===== src/rtl/core/gpw_pkg.sv =====
package gpw_pkg;

    // fixed field widths
    localparam int VA_BITS         = 48;
    localparam int PA_BITS         = 52;
    localparam int ROOT_BITS       = 40;
    localparam int LEN_FIELD_BITS  = 32;
    localparam int CHUNK_BITS      = 13;
    localparam int LENGTH_BITS_DEF = 32;

    // configuration port
    localparam int APB_ADDR_BITS   = 4;
    localparam int APB_DATA_BITS   = 64;
    localparam logic REG_TABLE_ROOT = 1'b0;

    // input item modes
    localparam logic MODE_REQUEST = 1'b0;
    localparam logic MODE_ENTRY   = 1'b1;

    // result kinds
    localparam logic [1:0] KIND_READ  = 2'd0;
    localparam logic [1:0] KIND_CHUNK = 2'd1;
    localparam logic [1:0] KIND_FAULT = 2'd2;

    // walk levels
    localparam logic [1:0] LVL_PML4 = 2'd0;
    localparam logic [1:0] LVL_PDPT = 2'd1;
    localparam logic [1:0] LVL_PD   = 2'd2;
    localparam logic [1:0] LVL_PT   = 2'd3;

    typedef struct packed {
        logic                      mode;
        logic [VA_BITS-1:0]        virtual_address;
        logic [LEN_FIELD_BITS-1:0] transfer_length;
        logic                      is_write;
        logic                      kernel_mode;
        logic [63:0]               entry_data;
    } in_item_t;

    typedef struct packed {
        logic [1:0]            result_kind;
        logic [PA_BITS-1:0]    address;
        logic [CHUNK_BITS-1:0] chunk_bytes;
        logic                  perm_write;
        logic                  perm_user;
        logic                  perm_no_exec;
        logic                  fault_present;
        logic                  fault_write;
        logic                  fault_user;
        logic                  last;
    } out_item_t;

    // walk state without the byte count; perms bit0 write, bit1 user, bit2 no-exec
    typedef struct packed {
        logic               active;
        logic [1:0]         level;
        logic [VA_BITS-1:0] va;
        logic               acc_write;
        logic               acc_kernel;
        logic [2:0]         perms;
    } walk_t;

endpackage


===== src/rtl/core/gpw_step.sv =====
module gpw_step
    import gpw_pkg::*;
#(
    parameter int LENGTH_BITS = LENGTH_BITS_DEF
)
(
    input  in_item_t               item,
    input  walk_t                  walk,
    input  logic [LENGTH_BITS-1:0] remaining,
    input  logic [ROOT_BITS-1:0]   root,
    output walk_t                  walk_next,
    output logic [LENGTH_BITS-1:0] remaining_next,
    output out_item_t              res0,
    output out_item_t              res1,
    output logic [1:0]             res_count
);

    // table index of a virtual address at a given level
    function automatic logic [8:0] entry_index(input logic [VA_BITS-1:0] va,
                                               input logic [1:0] lvl);
        logic [8:0] idx;
        begin
            case (lvl)
                LVL_PML4: idx = va[47:39];
                LVL_PDPT: idx = va[38:30];
                LVL_PD:   idx = va[29:21];
                LVL_PT:   idx = va[20:12];
                default:  idx = va[47:39];
            endcase
            return idx;
        end
    endfunction

    logic [LENGTH_BITS-1:0] req_len;
    logic [63:0]            e;
    logic [2:0]             bits;
    logic [2:0]             perms_new;
    logic [1:0]             level_inc;
    logic                   done;
    logic [PA_BITS-1:0]     pa;
    logic                   perm_deny;
    logic [CHUNK_BITS-1:0]  room;
    logic [LENGTH_BITS-1:0] room_ext;
    logic [LENGTH_BITS-1:0] chunk_len;
    logic [LENGTH_BITS-1:0] rem_after;
    logic [VA_BITS-1:0]     va_after;
    out_item_t              blank;
    out_item_t              fault_res;

    // entry decode and permission aggregation
    assign req_len   = LENGTH_BITS'(item.transfer_length);
    assign e         = item.entry_data;
    assign bits      = {e[63], e[2], e[1]};
    assign perms_new = (walk.level == LVL_PML4) ? bits
                     : {walk.perms[2] | bits[2], walk.perms[1:0] & bits[1:0]};
    assign level_inc = walk.level + 2'd1;
    assign perm_deny = (walk.acc_write && !perms_new[0]) ||
                       (!walk.acc_kernel && !perms_new[1]);

    // leaf detection and physical address
    always_comb
    begin
        done = 1'b0;
        pa   = '0;
        if (walk.level == LVL_PDPT && e[7])
        begin
            done = 1'b1;
            pa   = {e[51:30], walk.va[29:0]};
        end
        else if (walk.level == LVL_PD && e[7])
        begin
            done = 1'b1;
            pa   = {e[51:21], walk.va[20:0]};
        end
        else if (walk.level == LVL_PT)
        begin
            done = 1'b1;
            pa   = {e[51:12], walk.va[11:0]};
        end
    end

    // chunk bounded by the end of the 4 KB page
    assign room      = CHUNK_BITS'(13'd4096 - {1'b0, walk.va[11:0]});
    assign room_ext  = LENGTH_BITS'(room);
    assign chunk_len = (remaining < room_ext) ? remaining : room_ext;
    assign rem_after = remaining - chunk_len;
    assign va_after  = walk.va + VA_BITS'(CHUNK_BITS'(chunk_len));

    always_comb
    begin
        blank                 = '0;
        fault_res             = '0;
        fault_res.result_kind = KIND_FAULT;
        fault_res.address     = PA_BITS'(walk.va);
        fault_res.fault_write = walk.acc_write;
        fault_res.fault_user  = !walk.acc_kernel;
        fault_res.last        = 1'b1;

        walk_next      = walk;
        remaining_next = remaining;
        res0           = blank;
        res1           = blank;
        res_count      = 2'd0;

        if (item.mode == MODE_REQUEST)
        begin
            // new access, ignored while busy or when empty
            if (!walk.active && req_len != '0)
            begin
                walk_next.active     = 1'b1;
                walk_next.level      = LVL_PML4;
                walk_next.va         = item.virtual_address;
                walk_next.acc_write  = item.is_write;
                walk_next.acc_kernel = item.kernel_mode;
                walk_next.perms      = '0;
                remaining_next       = req_len;
                res0.result_kind     = KIND_READ;
                res0.address         = {root, entry_index(item.virtual_address,
                                                          LVL_PML4), 3'b000};
                res_count            = 2'd1;
            end
        end
        else if (walk.active)
        begin
            res_count = 2'd1;
            if (!e[0])
            begin
                // not present
                res0             = fault_res;
                walk_next.active = 1'b0;
            end
            else if (!done)
            begin
                // descend one level
                walk_next.perms  = perms_new;
                walk_next.level  = level_inc;
                res0.result_kind = KIND_READ;
                res0.address     = {e[51:12], entry_index(walk.va, level_inc), 3'b000};
            end
            else if (perm_deny)
            begin
                walk_next.perms     = perms_new;
                res0                = fault_res;
                res0.fault_present  = 1'b1;
                walk_next.active    = 1'b0;
            end
            else
            begin
                // translated chunk, then next chunk's first read unless finished
                res0.result_kind  = KIND_CHUNK;
                res0.address      = pa;
                res0.chunk_bytes  = CHUNK_BITS'(chunk_len);
                res0.perm_write   = perms_new[0];
                res0.perm_user    = perms_new[1];
                res0.perm_no_exec = perms_new[2];
                res0.last         = (rem_after == '0);
                remaining_next    = rem_after;
                walk_next.va      = va_after;
                walk_next.level   = LVL_PML4;
                if (rem_after == '0)
                begin
                    walk_next.active = 1'b0;
                    walk_next.perms  = perms_new;
                end
                else
                begin
                    walk_next.perms  = '0;
                    res1.result_kind = KIND_READ;
                    res1.address     = {root, entry_index(va_after, LVL_PML4), 3'b000};
                    res_count        = 2'd2;
                end
            end
        end
    end

endmodule


===== src/rtl/core/guest_page_walker_with_chunking_core.sv =====
// channel   | direction | handshake                    | beat
// ----------+-----------+------------------------------+-------------------------------
// item      | in        | item_valid / item_ready      | request or returned table entry
// result    | out       | result_valid / result_ready  | read request, chunk or fault
// apb       | in/out    | psel, penable, pwrite, pready| table_root at byte address 0
//
// an item is registered on acceptance and resolved when the queue has two free slots, one per cycle unless so stalled
// each item yields zero, one or two results into a four-entry result queue
// item_ready drops only when the input register is held and the queue lacks two free slots
// a result stays at the queue head until result_ready takes it
// rst_n clears the walk state, the queue and table_root; queue payload is not reset
module guest_page_walker_with_chunking_core
    import gpw_pkg::*;
#(
    parameter int LENGTH_BITS = LENGTH_BITS_DEF
)
(
    input  logic                     clk,
    input  logic                     rst_n,
    input  logic                     item_valid,
    output logic                     item_ready,
    input  in_item_t                 item,
    output logic                     result_valid,
    input  logic                     result_ready,
    output out_item_t                result,
    input  logic                     psel,
    input  logic                     penable,
    input  logic                     pwrite,
    input  logic [APB_ADDR_BITS-1:0] paddr,
    input  logic [APB_DATA_BITS-1:0] pwdata,
    output logic [APB_DATA_BITS-1:0] prdata,
    output logic                     pready
);

    localparam int QDEPTH = 4;
    localparam int QPTR_W = $clog2(QDEPTH);
    localparam int QCNT_W = $clog2(QDEPTH + 1);

    logic [ROOT_BITS-1:0]   root_reg;
    logic                   in_vld_reg;
    in_item_t               in_data_reg;
    walk_t                  walk_reg;
    walk_t                  walk_next;
    logic [LENGTH_BITS-1:0] remaining_reg;
    logic [LENGTH_BITS-1:0] remaining_next;
    out_item_t              res0;
    out_item_t              res1;
    logic [1:0]             res_count;
    out_item_t              q_mem [QDEPTH];
    logic [QPTR_W-1:0]      head_reg;
    logic [QPTR_W-1:0]      tail_reg;
    logic [QCNT_W-1:0]      count_reg;
    logic [QCNT_W-1:0]      count_next;
    logic                   cfg_wr;
    logic                   process;
    logic                   item_take;
    logic                   pop;
    logic [1:0]             push_n;

    // configuration port
    assign pready = 1'b1;
    assign cfg_wr = psel && penable && pwrite && (paddr[3] == REG_TABLE_ROOT);
    assign prdata = (paddr[3] == REG_TABLE_ROOT) ? APB_DATA_BITS'(root_reg) : '0;

    always_ff @(posedge clk or negedge rst_n)
    begin
        if (!rst_n)
            root_reg <= '0;
        else if (cfg_wr)
            root_reg <= pwdata[ROOT_BITS-1:0];
    end

    // handshake and queue control
    assign process      = in_vld_reg && (count_reg <= QCNT_W'(QDEPTH - 2));
    assign item_ready   = !in_vld_reg || process;
    assign item_take    = item_valid && item_ready;
    assign result_valid = (count_reg != '0);
    assign result       = q_mem[head_reg];
    assign pop          = result_valid && result_ready;
    assign push_n       = process ? res_count : 2'd0;
    assign count_next   = count_reg + QCNT_W'(push_n) - QCNT_W'(pop);

    // input register
    always_ff @(posedge clk or negedge rst_n)
    begin
        if (!rst_n)
            in_vld_reg <= 1'b0;
        else if (item_take)
            in_vld_reg <= 1'b1;
        else if (process)
            in_vld_reg <= 1'b0;
    end

    always_ff @(posedge clk)
    begin
        if (item_take)
            in_data_reg <= item;
    end

    // walk step logic
    gpw_step #(
        .LENGTH_BITS (LENGTH_BITS)
    ) u_step (
        .item           (in_data_reg),
        .walk           (walk_reg),
        .remaining      (remaining_reg),
        .root           (root_reg),
        .walk_next      (walk_next),
        .remaining_next (remaining_next),
        .res0           (res0),
        .res1           (res1),
        .res_count      (res_count)
    );

    // walk state
    always_ff @(posedge clk or negedge rst_n)
    begin
        if (!rst_n)
        begin
            walk_reg      <= '0;
            remaining_reg <= '0;
        end
        else if (process)
        begin
            walk_reg      <= walk_next;
            remaining_reg <= remaining_next;
        end
    end

    // result queue storage
    always_ff @(posedge clk)
    begin
        if (push_n != 2'd0)
            q_mem[tail_reg] <= res0;
        if (push_n == 2'd2)
            q_mem[tail_reg + QPTR_W'(1)] <= res1;
    end

    // result queue pointers
    always_ff @(posedge clk or negedge rst_n)
    begin
        if (!rst_n)
        begin
            head_reg  <= '0;
            tail_reg  <= '0;
            count_reg <= '0;
        end
        else
        begin
            head_reg  <= head_reg + QPTR_W'(pop);
            tail_reg  <= tail_reg + QPTR_W'(push_n);
            count_reg <= count_next;
        end
    end

    // checks
    a_queue_bound: assert property (@(posedge clk) disable iff (!rst_n)
        count_reg <= QCNT_W'(QDEPTH))
        else $error("result queue overfilled");

    a_stall_held: assert property (@(posedge clk) disable iff (!rst_n)
        !item_ready |-> in_vld_reg)
        else $error("item stalled with empty input register");

    a_fault_ends_walk: assert property (@(posedge clk) disable iff (!rst_n)
        (process && res_count != 2'd0 && res0.result_kind == KIND_FAULT) |=> !walk_reg.active)
        else $error("walk still active after fault");

    a_chunk_size: assert property (@(posedge clk) disable iff (!rst_n)
        (process && res_count != 2'd0 && res0.result_kind == KIND_CHUNK) |->
        (res0.chunk_bytes != '0 && res0.chunk_bytes <= CHUNK_BITS'(4096)))
        else $error("chunk byte count out of range");

endmodule


===== config.mk =====
export PLATFORM = sky130hd
export DESIGN_NAME = guest_page_walker_with_chunking_core
export DESIGN_NICKNAME = d
export VERILOG_FILES = /design/src/rtl/core/gpw_pkg.sv /design/src/rtl/core/gpw_step.sv /design/src/rtl/core/guest_page_walker_with_chunking_core.sv
export SDC_FILE = /design/constraint.sdc
export NUM_CORES = 1
export LEC_CHECK = 0
export ABC_CLOCK_PERIOD_IN_PS = 11500
export BUFFER_PORTS_ARGS = -buffer_cell sky130_fd_sc_hd__buf_2
export CAP_MARGIN = 25
export CORE_MARGIN = 4
export CORE_UTILIZATION = 35
export DETAILED_ROUTE_END_ITERATION = 6
export REMOVE_ABC_BUFFERS = 1
export SYNTH_ARGS = -nofsm -noshare
export SYNTH_HDL_FRONTEND = slang
export SYNTH_HIERARCHICAL = 1
export SYNTH_SLANG_ARGS = --single-unit

===== constraint.sdc =====
create_clock -name clk -period 11.5 [get_ports clk]
set_input_delay 0 -clock clk [delete_from_list [all_inputs] [get_ports clk]]
set_output_delay 0 -clock clk [all_outputs]
set_load 0.05 [all_outputs]

== Word-level counts from Yosys, hierarchy flattened ==
Memory sizes are Yosys's and may differ from the RTL's.
Cells that the tools add are included.

* Add/sub/neg operators: 9
* Multiply operators: 0
* Divide/modulo/power cells: 0
* Magnitude comparators: 2
* Equality and inequality tests: 12
* Shift operators: 0
* Multiplexer cells: 63
* Bitwise operators: 4
* Reduce and logical (&&, ||, !) cells: 31

{| class="wikitable"
|+ Operator list
! operator !! number
|-
| $mux 54 || 7
|-
| $mux 52 || 5
|-
| $mux 32 || 7
|-
| $mux 74 || 2
|-
| $mux 51 || 2
|-
| $mux 50 || 2
|-
| $mux 70 || 1
|-
| $mux 56 || 1
|-
| $add 48x13->48 || 1
|-
| $mux 48 || 1
|-
| $mux 20 || 2
|-
| $mux 40 || 1
|-
| $pmux 9 s4 || 1
|-
| $logic_not 32->1 || 1
|-
| $lt 32x13->1 || 1
|-
| $reduce_bool 32->1 || 1
|-
| $sub 32x32->32 || 1
|-
| $mux 3 || 8
|-
| $mux 2 || 8
|-
| $mux 1 || 15
|-
| $sub 13x12->13 const A || 1
|-
| $logic_and 1x1->1 || 11
|-
| $eq 2x2->1 const B || 5
|-
| $reduce_and 6->1 || 1
|-
| 22 further kinds || 35
|}

* Register bits after elaboration: 283
* Latch bits: 0
* Bits in writable memories: 296
* Memory bits (read-only): 0
* Output and inout bits: 141
* Word-level logic and storage cells: 140
* Memories kept: 1

{| class="wikitable"
|+ Memories
! memory !! depth !! bits a word !! read ports !! clocked after memory_dff !! wr ports !! RTL line !! RTL
|-
| q_mem || 4 || 74 || 1 || 0 || 2 || guest_page_walker_with_chunking_core.sv:49 || <nowiki>out_item_t q_mem [QDEPTH];</nowiki>
|}

== Logic depth before layout (Yosys ltp) ==
Gate-level depths: netlist (run 1).

* Word-level depth: 15
* Gate-level depth with buffers: 35
* Mapped depth without buffers: 33

== Hierarchy ==
The synthesis (run 1) kept the hierarchy.

{| class="wikitable"
|+ Modules (own cells, without submodules)
! module !! instances !! cells an instance !! area an instance (sq um) !! sequential area each (sq um)
|-
| guest_page_walker_with_chunking_core || 1 || 1258 || 25301.8 || 16706.0
|-
| gpw_step || 1 || 1224 || 7564.8 || 0.0
|}

== Worst setup path after synthesis (run 1) ==
OpenSTA, ideal clock, no wires.

* Path kind: register -> register
* Start: register walk_reg[6] (netlist name)
* End: memory q_mem[1][0] (netlist name), enable pin
* Library setup time: 0.617 ns
* Arrival: 11.552 ns
* Setup slack: -0.668 ns
* Stages on the path, launching flop included: 30
* Cell sequence: dfrtp_1 -> inv_1 -> ha_1 -> inv_1 -> or4_1 -> nor3_1 -> inv_1 -> ha_1 -> a2111oi_0 -> nand3_1 -> nor3_1 -> o21a_1 -> clkbuf_1 -> o21ai_0 -> nand2_1 -> ha_1 -> inv_1 -> fa_1 -> a211oi_1 -> o21ai_0 -> and4_2 -> clkbuf_8 -> o41ai_1 -> nand4_1 -> nor4_1 -> nand4bb_1 -> a21o_1 -> nand2_1 -> nand2_1 -> a211oi_1

{| class="wikitable"
|+ RTL lines
! what !! RTL line !! RTL
|-
| start: declaration || guest_page_walker_with_chunking_core.sv:42 || <nowiki>walk_t walk_reg;</nowiki>
|-
| start signal: assignment || guest_page_walker_with_chunking_core.sv:125 || <nowiki>walk_reg <= walk_next;</nowiki>
|-
| end: declaration || guest_page_walker_with_chunking_core.sv:49 ||
|}

==> metrics.md, run 1 <==
| Metric | Value |
|---|---|
| Most common cell after layout, fill and taps aside | edfxtp_1 |
| Kind of cell adding the most delay to the critical path | simple AND/OR/NAND/NOR gates |
| Max stage delay on crit path | around 0.69 ns |
| First-pass GRT wire length | ~140 mm |
| Commonest cells after routing, fill and taps aside | edfxtp_1, buf_2, mux2_4 |
| GR Util All Layers | between 10% and 20% |
| Cell count along the critical path | 30 |
| Die width | about 310 um |
| CP max stage cell | or4_2 |
| IO Count | 363 |
| Max rail drop VDD | about 140 uV |
| DR iter-0 viols | 1921 |
| Pint | roughly 6.1 mW |
| Core area | approximately 92000 sq um |
| Final Hold Vio Count | 0 |
| Total number of vias | 22100 |
| Register share of total power | 31.8% |
| Synth Instances | 2463 |
| Worst Reg-to-Reg Cells | 30 |
| Die Area | just under 100000 sq um |
| CP Capture Type | flop |
| CTS Buffer Depth | 3 |
| Max reg flops | between 200 and 300 |
| Die extent in y | between 300 and 400 um |
| Final Util | between 40 and 50% |
| Clock Latency Late Sink | about 0.63 ns |
| Crit Path Class | reg2reg |
| Failing checks | design-rule violations |
| RePlAce Congestion | 0.885 |
| CTS clock-pin slew for the worst setup and hold paths | 0.06 ns |
| Crit-path max FO | 42 |
| Min Tclk post-route | 9.42 ns |
| Drt wl/cell | between 20 and 25 um |
| H-tree levels | 3 |
| Fill cells | 8485 |
| Worst Path Buf+Inv | 6 |
| Pre-CTS setup slack | 2.20 ns |
| Synth warn | 6 |
| CTS sink cnt | 560 |
| Clk pwr share | between 20% and 30% |
| Synthesized area | around 32000 sq um |
| Max-Cap Viols | 0 |
| Final Setup Violations | 0 |
| Switching share of total power | 41.3% |
| Avg Cell Area, Syn | 13.1 sq um |
| DRT Pass-1 Iters | 7 |
| Nets | between 3000 and 4000 |
| Top cell by count, worst path | inv_1 |
| DRC | 6 |
| Combinational share of power | approximately 47% |
| Sw power | ~4.3 mW |
| Initial antenna violation count | 4 |
| RSZ-0062 raised after global routing | no |
| Row count | 111 |
| Final WS setup | about 2.1 ns |
| Inst Count DP | 3822 |
| Max Clk Rate | between 100 and 150 MHz |
| Power Dens Cells | approximately 270 nW/um^2 |
| Non-Filler Instances | between 4000 and 5000 |
| # port buffers | 291 |
| Fraction of layout cells with a size suffix above 1 | 34.7% |
| Post-DP HPWL | 60.8 mm |
| Hold Crit Class | in2async |
| Pins over their slew limit | 0 |
| CTS tree | done |
| Worst Skew | about 0.03 ns |
| Number of global-route vias before repair | between 20000 and 25000 |
| Outcome | finished with violations |
| Post-route ant nets | 0 |
| Design Area, Final | around 39000 sq um |
| Largest net degree at the start of global routing | 73 |
| Worst setup SP type | flop |
| CP Data Required Time | 11.79 ns |
| Worst rel slew slack | 31.0% |
| Routed WL | around 97 mm |
| Area after DPL | between 30000 and 40000 sq um |
| P_leak | between 15 and 20 nW |
| Num CTS Buffers | between 60 and 70 |
| Syn-to-layout area delta | 19.9% |
| Cts repair resizes | 0 |
| Worst EP arrival | 9.71 ns |
| Vias per inst | ~5.4 |
| Worst Max-Slew Pin Slew | between 1 and 1.5 ns |
| Period utilization | approximately four fifths |
| Gr ovfl total | 0 |
| Initial Util | between 30% and 40% |
| Root Buffer | clkbuf_16 |
-- worst paths after layout --
check	startpoint	to	slack, ns
min in group clk	item[42]	in_data_reg[42]	0.09
hold / removal	rst_n	remaining_reg[23]	0.03
max in group asynchronous	rst_n	root_reg[22]	10.40
setup reg to reg	walk_reg[5]	q_mem[0][45]	2.08
hold reg to reg	count_reg[2]	count_reg[2]	0.52
setup / recovery	walk_reg[5]	q_mem[0][45]	2.08
-- metrics by stage --
| step | power [mW] | hold slack (ns) | setup TNS, ns |
|---|---|---|---|
| final | 10.4 | 0.0274 | 0 |
| after floorplan | 6.88 | -0.296 | -207.52 |
| after global placement | 8.12 | 0.137 | 0 |
| after global routing | 11.0 | 0.0704 | 0 |
| after CTS | 10.5 | 0.0446 | 0 |
| after detailed placement | 8.18 | 0.139 | 0 |
-- per-layer routing --
metal	vias to the layer above	part of all wire [%]	track usage, %
li1	10100	-	-
met1	11100	42	25.3
met2	733	50	33.9
met3	124	6.1	3.05
met4	0	2.4	5.17
met5	-	0	0
-- area by class of cell --
| cell class | count | area, sq um | area share [%] |
|---|---|---|---|
| flip-flops and latches | 560 | 16100 | 41.7 |
| multi-input cells | 1709 | 15000 | 38.8 |
| repair buffers | 502 | 3610 | 9.33 |
| clock buffers | 90 | 1890 | 4.87 |
| well taps | 1186 | 1480 | 3.83 |
| clock inverters | 37 | 409 | 1.06 |
| inverters | 39 | 146 | 0.378 |
| diodes | 1 | 2.50 | 0.00646 |
-- power groups by stage --
stage	clock, mW	sequential [mW]	combinational, mW
finish	2.20	3.31	4.89
global route	2.34	3.37	5.27
CTS	2.25	3.31	4.89
detailed placement	0	3.35	4.83
global placement	0	3.34	4.79
floorplan	0	3.19	3.69
-- what timing repair did --
| item | CTS | global route |
|---|---|---|
| hold buffers | 171 | 0 |
| hold endpoints to repair | 241 | 0 |
| buffers inserted | 0 | 0 |
No activity file was read; power rests on OpenSTA's default activity.
==> inputs of run 2 (changes only) <==
- ABC_CLOCK_PERIOD_IN_PS: 11500 -> 9000
- clock period: 11.5 -> 9 ns (I/O delays scaled with it)
==> run 2 against run 1 <==
  * Largest power group unchanged
  * Clock power rose by 35%
  * First-iteration DRC count fell by 9.2%
  * Hold slack got worse by 0.015 ns
  * Highest routed layer unchanged
  * Critical path type unchanged
  * Critical endpoint is now q_mem[3][33]
  * Maximum frequency rose by 12%
  * The flow now finishes without violations
==> metrics.md, run 2 (synthesis gave the netlist of run 1 again) <==
| Metric | Value |
|---|---|
| Routed WL | around 100 mm |
| Core area | 91700 sq um |
| P_leak | between 15 and 20 nW |
| Nets | between 3000 and 4000 |
| CTS tree | done |
| RSZ-0062 raised after global routing | no |
| Post-DP HPWL | between 60 and 70 mm |
| Min Tclk post-route | about 8.4 ns |
| Hold Crit Class | in2async |
| Power Dens Cells | between 300 and 400 nW/um^2 |
| Final Hold Vio Count | 0 |
| Worst Path Buf+Inv | 5 |
| Register share of total power | between 30 and 40% |
| CP Data Required Time | approximately 9.4 ns |
| Worst EP arrival | 8.79 ns |
| H-tree levels | 3 |
| Gr ovfl total | 0 |
| Worst setup SP type | flop |
| Sw power | ~5.5 mW |
| Commonest cells after routing, fill and taps aside | edfxtp_1, buf_2, mux2_4 |
| CP Capture Type | flop |
| Die width | around 310 um |
| Row count | around 110 |
| DR iter-0 viols | 1744 |
| Pins over their slew limit | 0 |
| GR Util All Layers | between 10% and 20% |
| Post-route ant nets | 0 |
| Die extent in y | 312 um |
| Max reg flops | roughly 300 |
| Combinational share of power | about 47% |
| Max Clk Rate | approximately 120 MHz |
| Initial Util | 35.2% |
| Pint | 8.00 mW |
| CTS Buffer Depth | 3 |
| Die Area | 97200 sq um |
| Worst rel slew slack | between 30 and 40% |
| Worst Max-Slew Pin Slew | 1.04 ns |
| Crit path from | walk_reg[5] |
| Inst Count DP | about 3900 |
| R2R Path Start | walk_reg[5] |
| Switching share of total power | 40.9% |
| Non-Filler Instances | 4155 |
| Kind of cell adding the most delay to the critical path | simple AND/OR/NAND/NOR gates |
| Worst Skew | roughly 0.028 ns |
| Fraction of layout cells with a size suffix above 1 | a little over a third |
| DRC | 0 |
| Max stage delay on crit path | roughly 0.57 ns |
| Max-Cap Viols | 0 |
| Total number of vias | 22100 |
| Num CTS Buffers | 70 |
| Period utilization | 93.5% |
| Drt wl/cell | roughly 23 um |
| Final Util | 42.8% |
| Crit-path max FO | 20 |
| RePlAce Congestion | between 0.8 and 0.9 |
| DRT Pass-1 Iters | 7 |
| First-pass GRT wire length | approximately 140 mm |
| Number of global-route vias before repair | ~23000 |
| IO Count | approximately 360 |
| Outcome | finished clean |
| Clock Latency Late Sink | 0.64 ns |
| Most common cell after layout, fill and taps aside | edfxtp_1 |
| CTS clock-pin slew for the worst setup and hold paths | 0.06 ns |
| Clk pwr share | a little over a fifth |
| CTS sink cnt | 560 |
| Final Setup Violations | 0 |
| CP max stage cell | or4_1 |
| Crit Path Class | reg2reg |
| # port buffers | a little under 300 |
| Max rail drop VDD | between 150 and 200 uV |
| Root Buffer | clkbuf_16 |
| Initial antenna violation count | 2 |
| Syn-to-layout area delta | 21.5% |
| Largest net degree at the start of global routing | a little under 80 |
| Vias per inst | roughly 5.3 |
==> run 2: changes by cell type in the layout (fill, tap and decap cells not counted), sizes merged <==
cell and delta:
clkinv -2, inv -1, bufinv +5, buf +26, clkinvlp +1, diode +2
==> run 2: per-layer routing <==
layer,global-route usage (%),up-vias,wire length (um)
met3,3.24,139,6340
li1,-,10100,-
met4,6.36,0,3040
met2,33.2,798,47700
met5,0,-,0
met1,25.3,11100,40100
==> run 2: what timing repair did <==
| item | CTS | global route |
|---|---|---|
| buffers inserted | 0 | 0 |
| setup endpoints to repair | 0 | 260 |
| gates resized for setup | 0 | 6 |
| endpoints found under the hold margin | 247 | 0 |
| hold buffers | 171 | 0 |
==> run 2: worst paths after layout <==
path | end | slack (ns) | depth (start not counted)
max | q_mem[3][33] | 0.58 | 26
min | remaining_reg[25] | 0.01 | 2
max reg2reg | q_mem[3][33] | 0.58 | 26
min reg2reg | count_reg[2] | 0.51 | 1
max in group asynchronous | root_reg[24] | 7.44 | 3
min in group clk | in_data_reg[24] | 0.07 | 2
==> run 2: per-stage QoR <==
stage	setup slack (ns)	hold WS (ns)	total power [mW]	cell area (sq um)	setup TNS, ns
floorplan	-3.90	-0.296	8.80	31200	-1609.04
global placement	0.656	0.165	10.4	35000	0
detailed placement	0.608	0.174	10.5	35000	0
CTS	0.561	0.0245	13.6	39200	0
global route	0.0291	0.0591	14.3	39200	0
finish	0.581	0.0127	13.5	39300	0
==> run 2: area by class of cell <==
type                            count  area (sq um)
Fill cell                        8463         52400
Sequential cell                   560         16100
Multi-Input combinational cell   1709         15100
Timing Repair Buffer              528          3950
Clock buffer                       90          1900
Tap cell                         1186          1480
Clock inverter                     40           546
Inverter                           39           146
Antenna cell                        3          7.51
==> run 2: power groups by stage <==
| stage | combinational, mW | sequential, mW | clock (mW) |
|---|---|---|---|
| 6_report | 6.32 | 4.23 | 2.98 |
| 5_1_grt | 6.80 | 4.30 | 3.16 |
| 4_1_cts | 6.30 | 4.23 | 3.05 |
| 3_5_place_dp | 6.21 | 4.28 | 0 |
| 3_3_place_gp | 6.15 | 4.27 | 0 |
| 2_1_floorplan | 4.72 | 4.08 | 0 |
